File: src/hw/rtl/trpu_pkg.sv
// Shared types, constants and helper functions for the tracked robot pose update block.
// Depends on nothing; every other file of the block refers to it by scoped names.
`default_nettype none

package trpu_pkg;

  localparam int CFG_IDX_W  = 2;
  localparam int CFG_DATA_W = 18;

  localparam logic [CFG_IDX_W-1:0] CFG_PWM_FLOOR    = 2'd0;
  localparam logic [CFG_IDX_W-1:0] CFG_SPEED_MAX    = 2'd1;
  localparam logic [CFG_IDX_W-1:0] CFG_TRACK_OFFSET = 2'd2;

  localparam logic [7:0]  PWM_FLOOR_RST    = 8'd70;
  localparam logic [17:0] SPEED_MAX_RST    = 18'd19661;
  localparam logic [15:0] TRACK_OFFSET_RST = 16'd6554;

  localparam logic [22:0] CHARGE_FULL = 23'd6553600;
  localparam logic [23:0] QUARTER     = 24'h400000;
  localparam logic [23:0] HALF_QUAD   = 24'h200000;
  localparam logic [31:0] CORDIC_GAIN = 32'd652032874;
  localparam logic [31:0] ATAN_UNIT   = 32'd683565276;
  localparam logic [25:0] TURN_K      = 26'd54396419;

  // Counter width of the rotation iterations (up to 32 of them).
  localparam int ROT_CNT_W = 6;

  localparam logic [31:0] ATAN_TAB [13] = '{
    32'd536870912, 32'd316933406, 32'd167458907, 32'd85004756, 32'd42667331,
    32'd21354465, 32'd10679838, 32'd5340245, 32'd2670163, 32'd1335087,
    32'd667544, 32'd333772, 32'd166886
  };

  typedef struct packed {
    logic [7:0]  duty_left;
    logic [7:0]  duty_right;
    logic        forward_left;
    logic        forward_right;
    logic [15:0] step_time;
  } in_t;

  typedef struct packed {
    logic signed [31:0] pos_x;
    logic signed [31:0] pos_y;
    logic [23:0]        heading;
    logic [22:0]        battery_level;
  } out_t;

  typedef enum logic {
    MDU_MUL,
    MDU_DIV
  } mdu_op_t;

  typedef struct packed {
    logic       start;
    mdu_op_t    op;
    logic [6:0] cnt;
  } mdu_req_t;

  // Arctangent of 2^-idx in units of 2^-32 turn.
  function automatic logic [31:0] atan_step(input logic [4:0] idx);
    logic [32:0] v;
    if (idx < 5'd13) begin
      v = {1'b0, ATAN_TAB[idx[3:0]]};
    end else begin
      v = ({1'b0, ATAN_UNIT} + (33'd1 << (idx - 5'd1))) >> idx;
    end
    return v[31:0];
  endfunction

  // Signed shift right by sh with rounding half away from zero.
  function automatic logic [63:0] scale_round(input logic [63:0] v, input int unsigned sh);
    logic [63:0] m;
    m = v[63] ? (64'd0 - v) : v;
    m = (m + (64'd1 << (sh - 1))) >> sh;
    return v[63] ? (64'd0 - m) : m;
  endfunction

endpackage

`default_nettype wire

File: src/hw/rtl/trpu_mdu.sv
// Shared bit-serial multiply and restoring divide unit, one bit per cycle.
// Depends on trpu_pkg for the request type.
`default_nettype none

module trpu_mdu (
  input  wire logic               clk,
  input  wire logic               rst_n,
  input  wire trpu_pkg::mdu_req_t req,
  input  wire logic [63:0]        a,
  input  wire logic [63:0]        b,
  output logic                    done,
  output logic [63:0]             res
);

  logic              busy_r;
  logic              done_r;
  trpu_pkg::mdu_op_t op_r;
  logic [6:0]        cnt_r;
  logic [63:0]       sh_r;
  logic [63:0]       b_r;
  logic [63:0]       acc_r;
  logic [64:0]       rem_r;
  logic [64:0]       rem_try;
  logic              fits;

  assign rem_try = {rem_r[63:0], sh_r[63]};
  assign fits    = rem_try >= {1'b0, b_r};

  always_ff @(posedge clk) begin
    if (!rst_n) begin
      busy_r <= 1'b0;
      done_r <= 1'b0;
    end else begin
      done_r <= 1'b0;
      if (req.start) begin
        busy_r <= 1'b1;
        op_r   <= req.op;
        cnt_r  <= req.cnt;
        b_r    <= b;
        acc_r  <= '0;
        rem_r  <= '0;
        if (req.op == trpu_pkg::MDU_DIV) begin
          sh_r <= a << (7'd64 - req.cnt);
        end else begin
          sh_r <= a;
        end
      end else if (busy_r) begin
        unique case (op_r)
          trpu_pkg::MDU_MUL: begin
            if (b_r[0]) begin
              acc_r <= acc_r + sh_r;
            end
            sh_r <= sh_r << 1;
            b_r  <= b_r >> 1;
          end
          trpu_pkg::MDU_DIV: begin
            if (fits) begin
              rem_r <= rem_try - {1'b0, b_r};
            end else begin
              rem_r <= rem_try;
            end
            acc_r <= {acc_r[62:0], fits};
            sh_r  <= sh_r << 1;
          end
          default: begin
            acc_r <= acc_r;
          end
        endcase
        cnt_r <= cnt_r - 7'd1;
        if (cnt_r == 7'd1) begin
          busy_r <= 1'b0;
          done_r <= 1'b1;
        end
      end
    end
  end

  assign done = done_r;
  assign res  = acc_r;

endmodule

`default_nettype wire

File: src/hw/rtl/trpu_cordic.sv
// Iterative rotation-mode CORDIC giving cosine and sine of a 24-bit turn fraction in Q2.26.
// Depends on trpu_pkg for the gain, the arctangent steps and the rounding helper.
`default_nettype none

module trpu_cordic #(
  parameter int ROTATION_STEPS = 20
) (
  input  wire logic               clk,
  input  wire logic               rst_n,
  input  wire logic               start,
  input  wire logic [23:0]        angle,
  output logic                    done,
  output logic signed [29:0]      cos_val,
  output logic signed [29:0]      sin_val
);

  typedef enum logic [1:0] {
    C_IDLE,
    C_RUN,
    C_FIN
  } cstate_t;

  cstate_t                           state_r;
  logic                              done_r;
  logic [trpu_pkg::ROT_CNT_W-1:0]    cnt_r;
  logic [1:0]                        q_r;
  logic signed [33:0]                x_r;
  logic signed [33:0]                y_r;
  logic signed [33:0]                z_r;
  logic signed [29:0]                cos_r;
  logic signed [29:0]                sin_r;

  logic [23:0]        biased;
  logic [1:0]         quad;
  logic [23:0]        zred;
  logic [4:0]         idx;
  logic signed [33:0] step;
  logic signed [33:0] xs;
  logic signed [33:0] ys;
  logic signed [33:0] xf;
  logic signed [33:0] yf;
  logic [63:0]        xr;
  logic [63:0]        yr;

  assign biased = angle + trpu_pkg::HALF_QUAD;
  assign quad   = biased[23:22];
  assign zred   = angle - {quad, 22'd0};
  assign idx    = cnt_r[4:0];
  assign step   = 34'(trpu_pkg::atan_step(idx));
  assign xs     = x_r >>> idx;
  assign ys     = y_r >>> idx;

  // Undo the quadrant reduction.
  always_comb begin
    unique case (q_r)
      2'd1: begin
        xf = -y_r;
        yf = x_r;
      end
      2'd2: begin
        xf = -x_r;
        yf = -y_r;
      end
      2'd3: begin
        xf = y_r;
        yf = -x_r;
      end
      default: begin
        xf = x_r;
        yf = y_r;
      end
    endcase
  end

  assign xr = trpu_pkg::scale_round(64'(xf), 4);
  assign yr = trpu_pkg::scale_round(64'(yf), 4);

  always_ff @(posedge clk) begin
    if (!rst_n) begin
      state_r <= C_IDLE;
      done_r  <= 1'b0;
    end else begin
      done_r <= 1'b0;
      unique case (state_r)
        C_IDLE: begin
          if (start) begin
            q_r     <= quad;
            z_r     <= {{2{zred[23]}}, zred, 8'd0};
            x_r     <= 34'(trpu_pkg::CORDIC_GAIN);
            y_r     <= '0;
            cnt_r   <= '0;
            state_r <= C_RUN;
          end
        end
        C_RUN: begin
          if (!z_r[33]) begin
            x_r <= x_r - ys;
            y_r <= y_r + xs;
            z_r <= z_r - step;
          end else begin
            x_r <= x_r + ys;
            y_r <= y_r - xs;
            z_r <= z_r + step;
          end
          cnt_r <= cnt_r + trpu_pkg::ROT_CNT_W'(1);
          if (cnt_r == trpu_pkg::ROT_CNT_W'(ROTATION_STEPS - 1)) begin
            state_r <= C_FIN;
          end
        end
        C_FIN: begin
          cos_r   <= xr[29:0];
          sin_r   <= yr[29:0];
          done_r  <= 1'b1;
          state_r <= C_IDLE;
        end
        default: begin
          state_r <= C_IDLE;
        end
      endcase
    end
  end

  assign done    = done_r;
  assign cos_val = cos_r;
  assign sin_val = sin_r;

endmodule

`default_nettype wire

File: src/hw/rtl/tracked_robot_pose_update_top.sv
// Tracked robot pose and battery tracker: one transaction in, one pose result out.
// Processing time is set by the shared bit-serial multiply/divide unit (one bit per cycle)
// and the iterative CORDIC; the arc branch takes longer than the straight branch.
// A new transaction is taken only after the previous result has entered the output slot.
// Reset (synchronous, active low) sets pose to zero, heading to zero, charge to 100 percent
// and the configuration registers to their defaults.
`default_nettype none

module tracked_robot_pose_update_top #(
  parameter int ROTATION_STEPS = 20,
  parameter int POSITION_WIDTH = 32
) (
  input  wire logic                               clk,
  input  wire logic                               rst_n,
  input  wire logic                               in_valid,
  output logic                                    in_ready,
  input  wire trpu_pkg::in_t                      in_data,
  output logic                                    out_valid,
  input  wire logic                               out_ready,
  output trpu_pkg::out_t                          out_data,
  input  wire logic                               cfg_we,
  input  wire logic [trpu_pkg::CFG_IDX_W-1:0]     cfg_index,
  input  wire logic [trpu_pkg::CFG_DATA_W-1:0]    cfg_wdata
);

  // The sequencer walks through the speed calculation, then either the straight branch
  // (travel along the heading) or the arc branch (radius, turn angle, two rotations).
  typedef enum logic [4:0] {
    S_IDLE,
    S_LM,
    S_LD,
    S_RM,
    S_RD,
    S_CLS,
    S_SM,
    S_SC,
    S_SX,
    S_SY,
    S_AN,
    S_AR,
    S_AT,
    S_AK,
    S_AD,
    S_AC1,
    S_AC2,
    S_AX,
    S_AY,
    S_UPD
  } state_t;

  // Configuration registers.
  logic [7:0]  floor_r;
  logic [17:0] smax_r;
  logic [15:0] toff_r;

  // Pose and battery state.
  logic [POSITION_WIDTH-1:0] xpos_r;
  logic [POSITION_WIDTH-1:0] ypos_r;
  logic [23:0]               head_r;
  logic [22:0]               charge_r;

  // Sequencer registers.
  state_t             state_r;
  logic               go_r;
  trpu_pkg::in_t      item_r;
  logic [17:0]        spd_l_r;
  logic [17:0]        spd_r_r;
  logic               arc_r;
  logic signed [19:0] dv_r;
  logic signed [19:0] sum_r;
  logic [63:0]        tmp_r;
  logic [35:0]        mag_r;
  logic               mneg_r;
  logic signed [29:0] c1_r;
  logic signed [29:0] s1_r;
  logic signed [29:0] c2_r;
  logic signed [29:0] s2_r;
  logic [23:0]        delta_r;
  logic [63:0]        dx_r;
  logic [63:0]        dy_r;
  trpu_pkg::out_t     out_r;
  logic               out_valid_r;

  // Configuration writes must arrive only while the block is idle; the block itself does not enforce it.
  always_ff @(posedge clk) begin
    if (!rst_n) begin
      floor_r <= trpu_pkg::PWM_FLOOR_RST;
      smax_r  <= trpu_pkg::SPEED_MAX_RST;
      toff_r  <= trpu_pkg::TRACK_OFFSET_RST;
    end else if (cfg_we) begin
      unique case (cfg_index)
        trpu_pkg::CFG_PWM_FLOOR:    floor_r <= cfg_wdata[7:0];
        trpu_pkg::CFG_SPEED_MAX:    smax_r  <= cfg_wdata[17:0];
        trpu_pkg::CFG_TRACK_OFFSET: toff_r  <= cfg_wdata[15:0];
        default: begin
          floor_r <= floor_r;
        end
      endcase
    end
  end

  // Signed track speeds and their sum and difference, formed in the classify step.
  logic signed [19:0] vl;
  logic signed [19:0] vr;
  logic signed [19:0] dv_c;
  logic signed [19:0] sum_c;
  logic [19:0]        adv_c;
  logic [29:0]        adv_k;
  logic               straight_c;

  assign vl    = item_r.forward_left ? signed'({2'b00, spd_l_r}) : -signed'({2'b00, spd_l_r});
  assign vr    = item_r.forward_right ? signed'({2'b00, spd_r_r}) : -signed'({2'b00, spd_r_r});
  assign dv_c  = vl - vr;
  assign sum_c = vl + vr;
  assign adv_c = dv_c[19] ? 20'(-dv_c) : 20'(dv_c);
  // 1000 * |dv| as shifts and adds.
  assign adv_k = {adv_c, 10'd0} - 30'({adv_c, 4'd0}) - 30'({adv_c, 3'd0});
  assign straight_c = (dv_c == 20'sd0) || (adv_k < 30'(smax_r));

  // Magnitudes taken from the registered sum and difference.
  logic [19:0] adv;
  logic [19:0] sum_mag;
  logic [15:0] offs;
  logic        zero_l;
  logic        zero_r;

  assign adv     = dv_r[19] ? 20'(-dv_r) : 20'(dv_r);
  assign sum_mag = sum_r[19] ? 20'(-sum_r) : 20'(sum_r);
  // A zero track offset counts as one.
  assign offs    = (toff_r == 16'd0) ? 16'd1 : toff_r;
  // A track whose duty is at or below the floor stands still, as do both when the floor is full.
  assign zero_l  = (floor_r == 8'hFF) || (item_r.duty_left <= floor_r);
  assign zero_r  = (floor_r == 8'hFF) || (item_r.duty_right <= floor_r);

  logic signed [30:0] dc;
  logic signed [30:0] ds;
  logic [29:0]        c1_mag;
  logic [29:0]        s1_mag;
  logic [30:0]        dc_mag;
  logic [30:0]        ds_mag;

  assign c1_mag = c1_r[29] ? 30'(-c1_r) : 30'(c1_r);
  assign s1_mag = s1_r[29] ? 30'(-s1_r) : 30'(s1_r);
  assign dc     = 31'(c2_r) - 31'(c1_r);
  assign ds     = 31'(s2_r) - 31'(s1_r);
  assign dc_mag = dc[30] ? 31'(-dc) : 31'(dc);
  assign ds_mag = ds[30] ? 31'(-ds) : 31'(ds);

  // Request to the shared multiply/divide unit for the current step.
  trpu_pkg::mdu_req_t mdu_req;
  logic [63:0]        mdu_a;
  logic [63:0]        mdu_b;
  logic               mdu_done;
  logic [63:0]        mdu_res;
  logic               uses_mdu;

  always_comb begin
    uses_mdu    = 1'b1;
    mdu_req.op  = trpu_pkg::MDU_MUL;
    mdu_req.cnt = 7'd1;
    mdu_a       = '0;
    mdu_b       = '0;
    unique case (state_r)
      S_LM: begin
        mdu_a       = 64'(smax_r);
        mdu_b       = 64'(item_r.duty_left - floor_r);
        mdu_req.cnt = 7'd8;
      end
      S_LD: begin
        mdu_req.op  = trpu_pkg::MDU_DIV;
        mdu_a       = tmp_r;
        mdu_b       = 64'(8'd255 - floor_r);
        mdu_req.cnt = 7'd26;
      end
      S_RM: begin
        mdu_a       = 64'(smax_r);
        mdu_b       = 64'(item_r.duty_right - floor_r);
        mdu_req.cnt = 7'd8;
      end
      S_RD: begin
        mdu_req.op  = trpu_pkg::MDU_DIV;
        mdu_a       = tmp_r;
        mdu_b       = 64'(8'd255 - floor_r);
        mdu_req.cnt = 7'd26;
      end
      S_SM: begin
        mdu_a       = 64'(sum_mag);
        mdu_b       = 64'(item_r.step_time);
        mdu_req.cnt = 7'd16;
      end
      S_SX: begin
        mdu_a       = 64'(mag_r);
        mdu_b       = 64'(c1_mag);
        mdu_req.cnt = 7'd28;
      end
      S_SY: begin
        mdu_a       = 64'(mag_r);
        mdu_b       = 64'(s1_mag);
        mdu_req.cnt = 7'd28;
      end
      S_AN: begin
        mdu_a       = 64'(sum_mag);
        mdu_b       = 64'(offs);
        mdu_req.cnt = 7'd16;
      end
      S_AR: begin
        mdu_req.op  = trpu_pkg::MDU_DIV;
        mdu_a       = tmp_r;
        mdu_b       = 64'(adv);
        mdu_req.cnt = 7'd36;
      end
      S_AT: begin
        mdu_a       = 64'(adv);
        mdu_b       = 64'(item_r.step_time);
        mdu_req.cnt = 7'd16;
      end
      S_AK: begin
        mdu_a       = tmp_r;
        mdu_b       = 64'(trpu_pkg::TURN_K);
        mdu_req.cnt = 7'd26;
      end
      S_AD: begin
        // Dividing by D * 2^24 is the same as dropping 24 bits and dividing by D.
        mdu_req.op  = trpu_pkg::MDU_DIV;
        mdu_a       = tmp_r >> 24;
        mdu_b       = 64'(offs);
        mdu_req.cnt = 7'd37;
      end
      S_AX: begin
        mdu_a       = 64'(mag_r);
        mdu_b       = 64'(dc_mag);
        mdu_req.cnt = 7'd30;
      end
      S_AY: begin
        mdu_a       = 64'(mag_r);
        mdu_b       = 64'(ds_mag);
        mdu_req.cnt = 7'd30;
      end
      default: begin
        uses_mdu = 1'b0;
      end
    endcase
    mdu_req.start = go_r && uses_mdu;
  end

  trpu_mdu u_mdu (
    .clk   (clk),
    .rst_n (rst_n),
    .req   (mdu_req),
    .a     (mdu_a),
    .b     (mdu_b),
    .done  (mdu_done),
    .res   (mdu_res)
  );

  // Rotation unit: heading for the straight branch, heading less a quarter turn and that
  // angle plus the turn for the arc branch.
  logic [23:0]        rot;
  logic [23:0]        cor_angle;
  logic               cor_start;
  logic               cor_done;
  logic signed [29:0] cor_cos;
  logic signed [29:0] cor_sin;

  assign rot       = head_r - trpu_pkg::QUARTER;
  assign cor_angle = (state_r == S_SC) ? head_r :
                     (state_r == S_AC1) ? rot : rot + delta_r;
  assign cor_start = go_r && ((state_r == S_SC) || (state_r == S_AC1) || (state_r == S_AC2));

  trpu_cordic #(
    .ROTATION_STEPS (ROTATION_STEPS)
  ) u_cordic (
    .clk     (clk),
    .rst_n   (rst_n),
    .start   (cor_start),
    .angle   (cor_angle),
    .done    (cor_done),
    .cos_val (cor_cos),
    .sin_val (cor_sin)
  );

  // Product with its sign applied, wrapping at 64 bits, then rounded to Q16.16.
  logic        sx_neg;
  logic        sy_neg;
  logic        ax_neg;
  logic        ay_neg;
  logic [63:0] neg_res;
  logic [63:0] sx_step;
  logic [63:0] sy_step;
  logic [63:0] ax_step;
  logic [63:0] ay_step;

  assign sx_neg  = mneg_r ^ c1_r[29];
  assign sy_neg  = mneg_r ^ s1_r[29];
  assign ax_neg  = mneg_r ^ dc[30];
  assign ay_neg  = mneg_r ^ ds[30];
  assign neg_res = 64'd0 - mdu_res;
  assign sx_step = trpu_pkg::scale_round(sx_neg ? neg_res : mdu_res, 43);
  assign sy_step = trpu_pkg::scale_round(sy_neg ? neg_res : mdu_res, 43);
  assign ax_step = trpu_pkg::scale_round(ax_neg ? neg_res : mdu_res, 26);
  assign ay_step = trpu_pkg::scale_round(ay_neg ? neg_res : mdu_res, 26);

  // Final update of pose and battery.
  logic [POSITION_WIDTH-1:0] xpos_nxt;
  logic [POSITION_WIDTH-1:0] ypos_nxt;
  logic [23:0]               head_nxt;
  logic [24:0]               drain_full;
  logic [15:0]               drain;
  logic [22:0]               charge_nxt;
  logic                      slot_free;

  assign xpos_nxt   = xpos_r + dx_r[POSITION_WIDTH-1:0];
  assign ypos_nxt   = ypos_r + dy_r[POSITION_WIDTH-1:0];
  assign head_nxt   = arc_r ? head_r + delta_r : head_r;
  assign drain_full = 25'(item_r.step_time) *
                      25'(9'(item_r.duty_left) + 9'(item_r.duty_right));
  assign drain      = drain_full[24:9];
  assign charge_nxt = (charge_r > 23'(drain)) ? charge_r - 23'(drain) : 23'd0;
  assign slot_free  = !out_valid_r || out_ready;

  always_ff @(posedge clk) begin
    if (!rst_n) begin
      state_r     <= S_IDLE;
      go_r        <= 1'b0;
      out_valid_r <= 1'b0;
      xpos_r      <= '0;
      ypos_r      <= '0;
      head_r      <= '0;
      charge_r    <= trpu_pkg::CHARGE_FULL;
    end else begin
      go_r <= 1'b0;
      // In the update state a taken result is replaced by the new one below.
      if (out_valid_r && out_ready && (state_r != S_UPD)) begin
        out_valid_r <= 1'b0;
      end
      unique case (state_r)
        S_IDLE: begin
          if (in_valid) begin
            item_r  <= in_data;
            go_r    <= 1'b1;
            state_r <= S_LM;
          end
        end
        S_LM: begin
          if (mdu_done) begin
            tmp_r   <= mdu_res;
            go_r    <= 1'b1;
            state_r <= S_LD;
          end
        end
        S_LD: begin
          if (mdu_done) begin
            spd_l_r <= zero_l ? 18'd0 : mdu_res[17:0];
            go_r    <= 1'b1;
            state_r <= S_RM;
          end
        end
        S_RM: begin
          if (mdu_done) begin
            tmp_r   <= mdu_res;
            go_r    <= 1'b1;
            state_r <= S_RD;
          end
        end
        S_RD: begin
          if (mdu_done) begin
            spd_r_r <= zero_r ? 18'd0 : mdu_res[17:0];
            state_r <= S_CLS;
          end
        end
        S_CLS: begin
          dv_r  <= dv_c;
          sum_r <= sum_c;
          arc_r <= !straight_c;
          go_r  <= 1'b1;
          if (straight_c) begin
            state_r <= S_SM;
          end else begin
            state_r <= S_AN;
          end
        end
        S_SM: begin
          if (mdu_done) begin
            mag_r   <= mdu_res[35:0];
            mneg_r  <= sum_r[19];
            go_r    <= 1'b1;
            state_r <= S_SC;
          end
        end
        S_SC: begin
          if (cor_done) begin
            c1_r    <= cor_cos;
            s1_r    <= cor_sin;
            go_r    <= 1'b1;
            state_r <= S_SX;
          end
        end
        S_SX: begin
          if (mdu_done) begin
            dx_r    <= sx_step;
            go_r    <= 1'b1;
            state_r <= S_SY;
          end
        end
        S_SY: begin
          if (mdu_done) begin
            dy_r    <= sy_step;
            state_r <= S_UPD;
          end
        end
        S_AN: begin
          if (mdu_done) begin
            tmp_r   <= mdu_res;
            mneg_r  <= sum_r[19] ^ dv_r[19];
            go_r    <= 1'b1;
            state_r <= S_AR;
          end
        end
        S_AR: begin
          if (mdu_done) begin
            mag_r   <= mdu_res[35:0];
            go_r    <= 1'b1;
            state_r <= S_AT;
          end
        end
        S_AT: begin
          if (mdu_done) begin
            tmp_r   <= mdu_res;
            go_r    <= 1'b1;
            state_r <= S_AK;
          end
        end
        S_AK: begin
          if (mdu_done) begin
            tmp_r   <= mdu_res;
            go_r    <= 1'b1;
            state_r <= S_AD;
          end
        end
        S_AD: begin
          if (mdu_done) begin
            delta_r <= dv_r[19] ? 24'd0 - mdu_res[23:0] : mdu_res[23:0];
            go_r    <= 1'b1;
            state_r <= S_AC1;
          end
        end
        S_AC1: begin
          if (cor_done) begin
            c1_r    <= cor_cos;
            s1_r    <= cor_sin;
            go_r    <= 1'b1;
            state_r <= S_AC2;
          end
        end
        S_AC2: begin
          if (cor_done) begin
            c2_r    <= cor_cos;
            s2_r    <= cor_sin;
            go_r    <= 1'b1;
            state_r <= S_AX;
          end
        end
        S_AX: begin
          if (mdu_done) begin
            dx_r    <= ax_step;
            go_r    <= 1'b1;
            state_r <= S_AY;
          end
        end
        S_AY: begin
          if (mdu_done) begin
            dy_r    <= ay_step;
            state_r <= S_UPD;
          end
        end
        S_UPD: begin
          // The result waits here until the output slot is free.
          if (slot_free) begin
            xpos_r              <= xpos_nxt;
            ypos_r              <= ypos_nxt;
            head_r              <= head_nxt;
            charge_r            <= charge_nxt;
            out_r.pos_x         <= signed'(32'(xpos_nxt));
            out_r.pos_y         <= signed'(32'(ypos_nxt));
            out_r.heading       <= head_nxt;
            out_r.battery_level <= charge_nxt;
            out_valid_r         <= 1'b1;
            state_r             <= S_IDLE;
          end
        end
        default: begin
          state_r <= S_IDLE;
        end
      endcase
    end
  end

  assign in_ready  = (state_r == S_IDLE);
  assign out_valid = out_valid_r;
  assign out_data  = out_r;

endmodule

`default_nettype wire

File: config.mk
export PLATFORM = sky130hd
export DESIGN_NAME = tracked_robot_pose_update_top
export DESIGN_NICKNAME = d
export VERILOG_FILES = /design/src/hw/rtl/trpu_pkg.sv /design/src/hw/rtl/trpu_mdu.sv /design/src/hw/rtl/trpu_cordic.sv /design/src/hw/rtl/tracked_robot_pose_update_top.sv
export SDC_FILE = /design/constraint.sdc
export NUM_CORES = 2
export LEC_CHECK = 0
export BUFFER_PORTS_ARGS = -buffer_cell sky130_fd_sc_hd__buf_4
export CAP_MARGIN = 20
export CORE_MARGIN = 2
export CORE_UTILIZATION = 59
export DETAILED_ROUTE_END_ITERATION = 10
export PLACE_DENSITY = 0.78
export SLEW_MARGIN = 10
export SYNTH_ARGS = -nofsm -noshare
export SYNTH_HDL_FRONTEND = slang
export SYNTH_SLANG_ARGS = --single-unit
File: constraint.sdc
create_clock -name clk -period 10.7 [get_ports clk]
set_clock_uncertainty 0.2 [all_clocks]
set_input_delay 2.14 -clock clk [delete_from_list [all_inputs] [get_ports clk]]
set_output_delay 2.14 -clock clk [all_outputs]
set_load 0.1 [all_outputs]
==> key figures <==
Routing
  • Routed WL per cell: 25.9 um
  • # DRC: 0
  • Vias: 101000
  • Iteration-0 DRC Markers: 13000
  • TritonRoute pass-1 iters: 10
  • Final wirelength: 389000 um
  • DR vias/cell: 6.70
  • Antenna viol nets, final: 0

GRT
  • First-pass GRT wire length: 580000 um
  • Routing usage on met1: 0.547
  • GR Overflow Total: 0
  • Met3 Usage GRT: 0.105
  • Gr usage total: 0.407
  • Largest net degree at the start of global routing: 96
  • Number of global-route vias before repair: 94600
  • Initial antenna violation count: 18
  • Most Used Layer, Global Route: met2
  • Grt met2 use: 0.606

Worst setup path
  • Reg2reg path depth: 39
  • Crit-path max cell delay: 0.53 ns
  • Worst setup EP type: flip-flop
  • CP Max Fanout: 15
  • CP arrival: 10.37 ns
  • Flop-to-flop setup slack: 0.71 ns
  • Setup Crit Path Kind: flip-flop to flip-flop
  • Top cell by count, worst path: o21a_1
  • WP data required: 11.07 ns
  • RR Endpoint: out_data[17]
  • Critical Path Source Type: flip-flop
  • Reg-to-reg critical path startpoint: item_r[19]
  • Slowest cell on the critical path: fa_1

Layout
  • Area Growth Syn to Fin: 8.03%
  • Fraction of layout instances using a drive strength above 1: 0.0834
  • Multi-input logic area: 0.0698 mm2
  • # nets final: 13300
  • Final instance area: 0.115 mm2
  • FF+latch area: 0.0323 mm2
  • Fillers: 15200

CTS
  • Hold_buf cts: 0
  • Clock Latency Late Sink: 0.82 ns
  • Clock Sink Count: 1129
  • Num CTS Buffers: 133
  • CTS tree: yes
  • H-Tree Depth: 4
  • Clock tree buffer depth: 3
  • Root buffer cell: clkbuf_16
  • CTS clock-pin slew for the worst setup and hold paths: 0.07 ns

Logic synthesis
  • Cell Area, Synth: 0.107 mm2
  • EDFF count, synth: 964
  • Largest area contributor in the netlist: edfxtp_1
  • Top cell type's share of synthesized area: 0.271
  • Asr flop ratio synth: 0
  • Average size of a mapped cell: 8.44 um2
  • Main area contributors after synthesis: edfxtp_1, xnor2_1, ha_1, nand2_1, nor2_1
  • Distinct cell type count after synthesis: 135
  • Yosys warns: 0
  • Seq/Total Area, Yosys: 0.302
  • Syn nets: 13400
  • Synthesized instance count: 12600
  • FF+latch count, synth: 1129
  • Top_reg_cell synth: edfxtp_1

Timing
  • Finish-stage setup viols: 0
  • Slew Limit Headroom: 0.135
  • Slew @ Worst Pin: 1.30 ns
  • Final hold slack: 0.200 ns
  • Tmin final: 9.99 ns
  • Max frequency: 100 MHz
  • Final Hold Viols: 0
  • Pins Over Slew Limit: 0
  • Tcrit/Tclk final: 0.934
  • Final setup margin: 0.706 ns

Place
  • Routability cong.: 1.06
  • PortBufs: 171
  • Placement Cell Area: 0.111 mm2
  • Pre-CTS setup slack: 0.661 ns
  • DP HPWL: 298000 um

Hold path
  • Hold worst-path end: s2_r[13]
  • Hold depth: 0
  • Hold Startpoint: u_cordic.sin_val[13]
  • Worst Hold Class: flip-flop to flip-flop

Pwr
  • Peak VDD IR: 0.487 mV
  • Pwr dens: 222 mW/mm2
  • Power, Total: 0.0255 W
  • Leakage Power: 44.1 nW

Floorplanning
  • Core area: 0.180 mm2
  • Rows: 156
  • I/O pins: 172
  • Die ar.: 0.184 mm2
  • Die X: 429 um
  • Initial Util: 0.592
  • Die Y-Extent: 429 um

Run status
  • Status: finished clean

Run
  • Maxcap violations: 0
## metal layers
layer / vias up / wire length, um
met2: 5946 / 165000
met1: 48100 / 156000
met4: 12 / 21700
li1: 45600 / -
met3: 1063 / 45900
met5: - / 218
## timing repair
action,in CTS,in global routing
buffers inserted,0,2
setup endpoints to repair,0,15
gates resized for setup,0,4
## logic make-up (layout without fill, tap and decap cells)
family / after synthesis / count (layout) / share of synthesized area
and+or+nand+nor: 4360 / 4360 / 0.197
AOI/OAI and AO/OA: 3331 / 3331 / 0.203
xor gates and xnor gates: 1429 / 1429 / 0.118
buffers and inverters: 1303 / 1304 / 0.0470
DFF: 1129 / 1129 / 0.302
adders and majority gates: 709 / 709 / 0.0920
muxes: 379 / 379 / 0.0408
other: 0 / 7 / 0
## layout by cell type (no fill, tap or decap), types with 111 or more instances in the layout
cell / instances
xnor2_1: 964
or3_1: 141
and3_1: 111
o21ai_0: 695
o31ai_1: 126
edfxtp_1: 964
nand3_1: 264
a31oi_1: 182
inv_1: 599
nor2_1: 1198
clkbuf_16: 137
fa_1: 125
dfxtp_1: 165
xor2_1: 443
a21oi_1: 880
nor3_1: 331
nand2b_1: 118
a21boi_0: 184
nor4_1: 127
buf_4: 428
nand2_1: 1298
ha_1: 583
a21o_1: 197
and2_1: 174
mux2i_1: 264
## state kept, by name, summed over array words and instances (netlist names), 34 cells and up
name,cells
item_r,34
mag_r,36
out_data,111
tmp_r,64
u_cordic.x_r,34
u_cordic.y_r,34
u_cordic.z_r,34
u_mdu.b_r,64
u_mdu.rem_r,64
u_mdu.res,64
u_mdu.sh_r,64
## worst max path at each step
stage                    start            to  slack, ns
detailed placement  item_r[19]   charge_r[6]       0.66
floorplan           item_r[19]  out_data[12]       0.30
CTS                 item_r[19]   charge_r[6]       0.61
global route        item_r[19]  charge_r[22]      -0.03
finish              item_r[19]  out_data[17]       0.71
global placement    item_r[19]   charge_r[8]       0.77
## power by group
| part | internal (W) | switching [W] |
|---|---|---|
| Clock | 0.00266 | 0.00207 |
| Sequential | 0.00532 | 0.000160 |
| Combinational | 0.00606 | 0.00927 |
| Total | 0.0140 | 0.0115 |
## area by class of cell
cell class,count,area share
Clock inverter,90,0.00871
Tap cell,2370,0.0257
Multi-Input combinational cell,10200,0.606
Clock buffer,157,0.0306
Sequential cell,1129,0.280
Antenna cell,7,0.000152
Timing Repair Buffer,442,0.0292
Inverter,615,0.0201
## critical path: cells and delay by family (launching register included)
family	cells	cell delay, ns
AO/OA/AOI/OAI	23	4.48
adder cells (fa/ha/maj)	7	3.04
AND/OR/NAND/NOR	5	0.74
buffers and inverters	3	0.59
flip-flops	1	0.49
XOR/XNOR	1	0.17
## cell usage after synthesis, types with 127 or more instances
library cell  count
inv_1           602
or3_1           142
xnor2_1         971
mux2i_1         266
and2_1          175
nor3_1          339
a21o_1          197
nand3_1         266
o31ai_1         127
a31oi_1         183
ha_1            584
o21ai_0         697
a21oi_1         884
nor2_1         1205
edfxtp_1        964
dfxtp_1         165
nand2_1        1298
xor2_1          448
nor4_1          131
a21boi_0        185
clkbuf_1        528
## stage by stage
stage | TNS [ns] | util | std cells
6_report | 0 | 0.640 | 15000
5_1_grt | -0.0290 | 0.640 | 15000
4_1_cts | 0 | 0.639 | 15000
3_5_place_dp | 0 | 0.614 | 14800
3_3_place_gp | 0 | 0.613 | 14700
2_1_floorplan | 0 | - | 12600
Power figures use the tool's default switching activity.
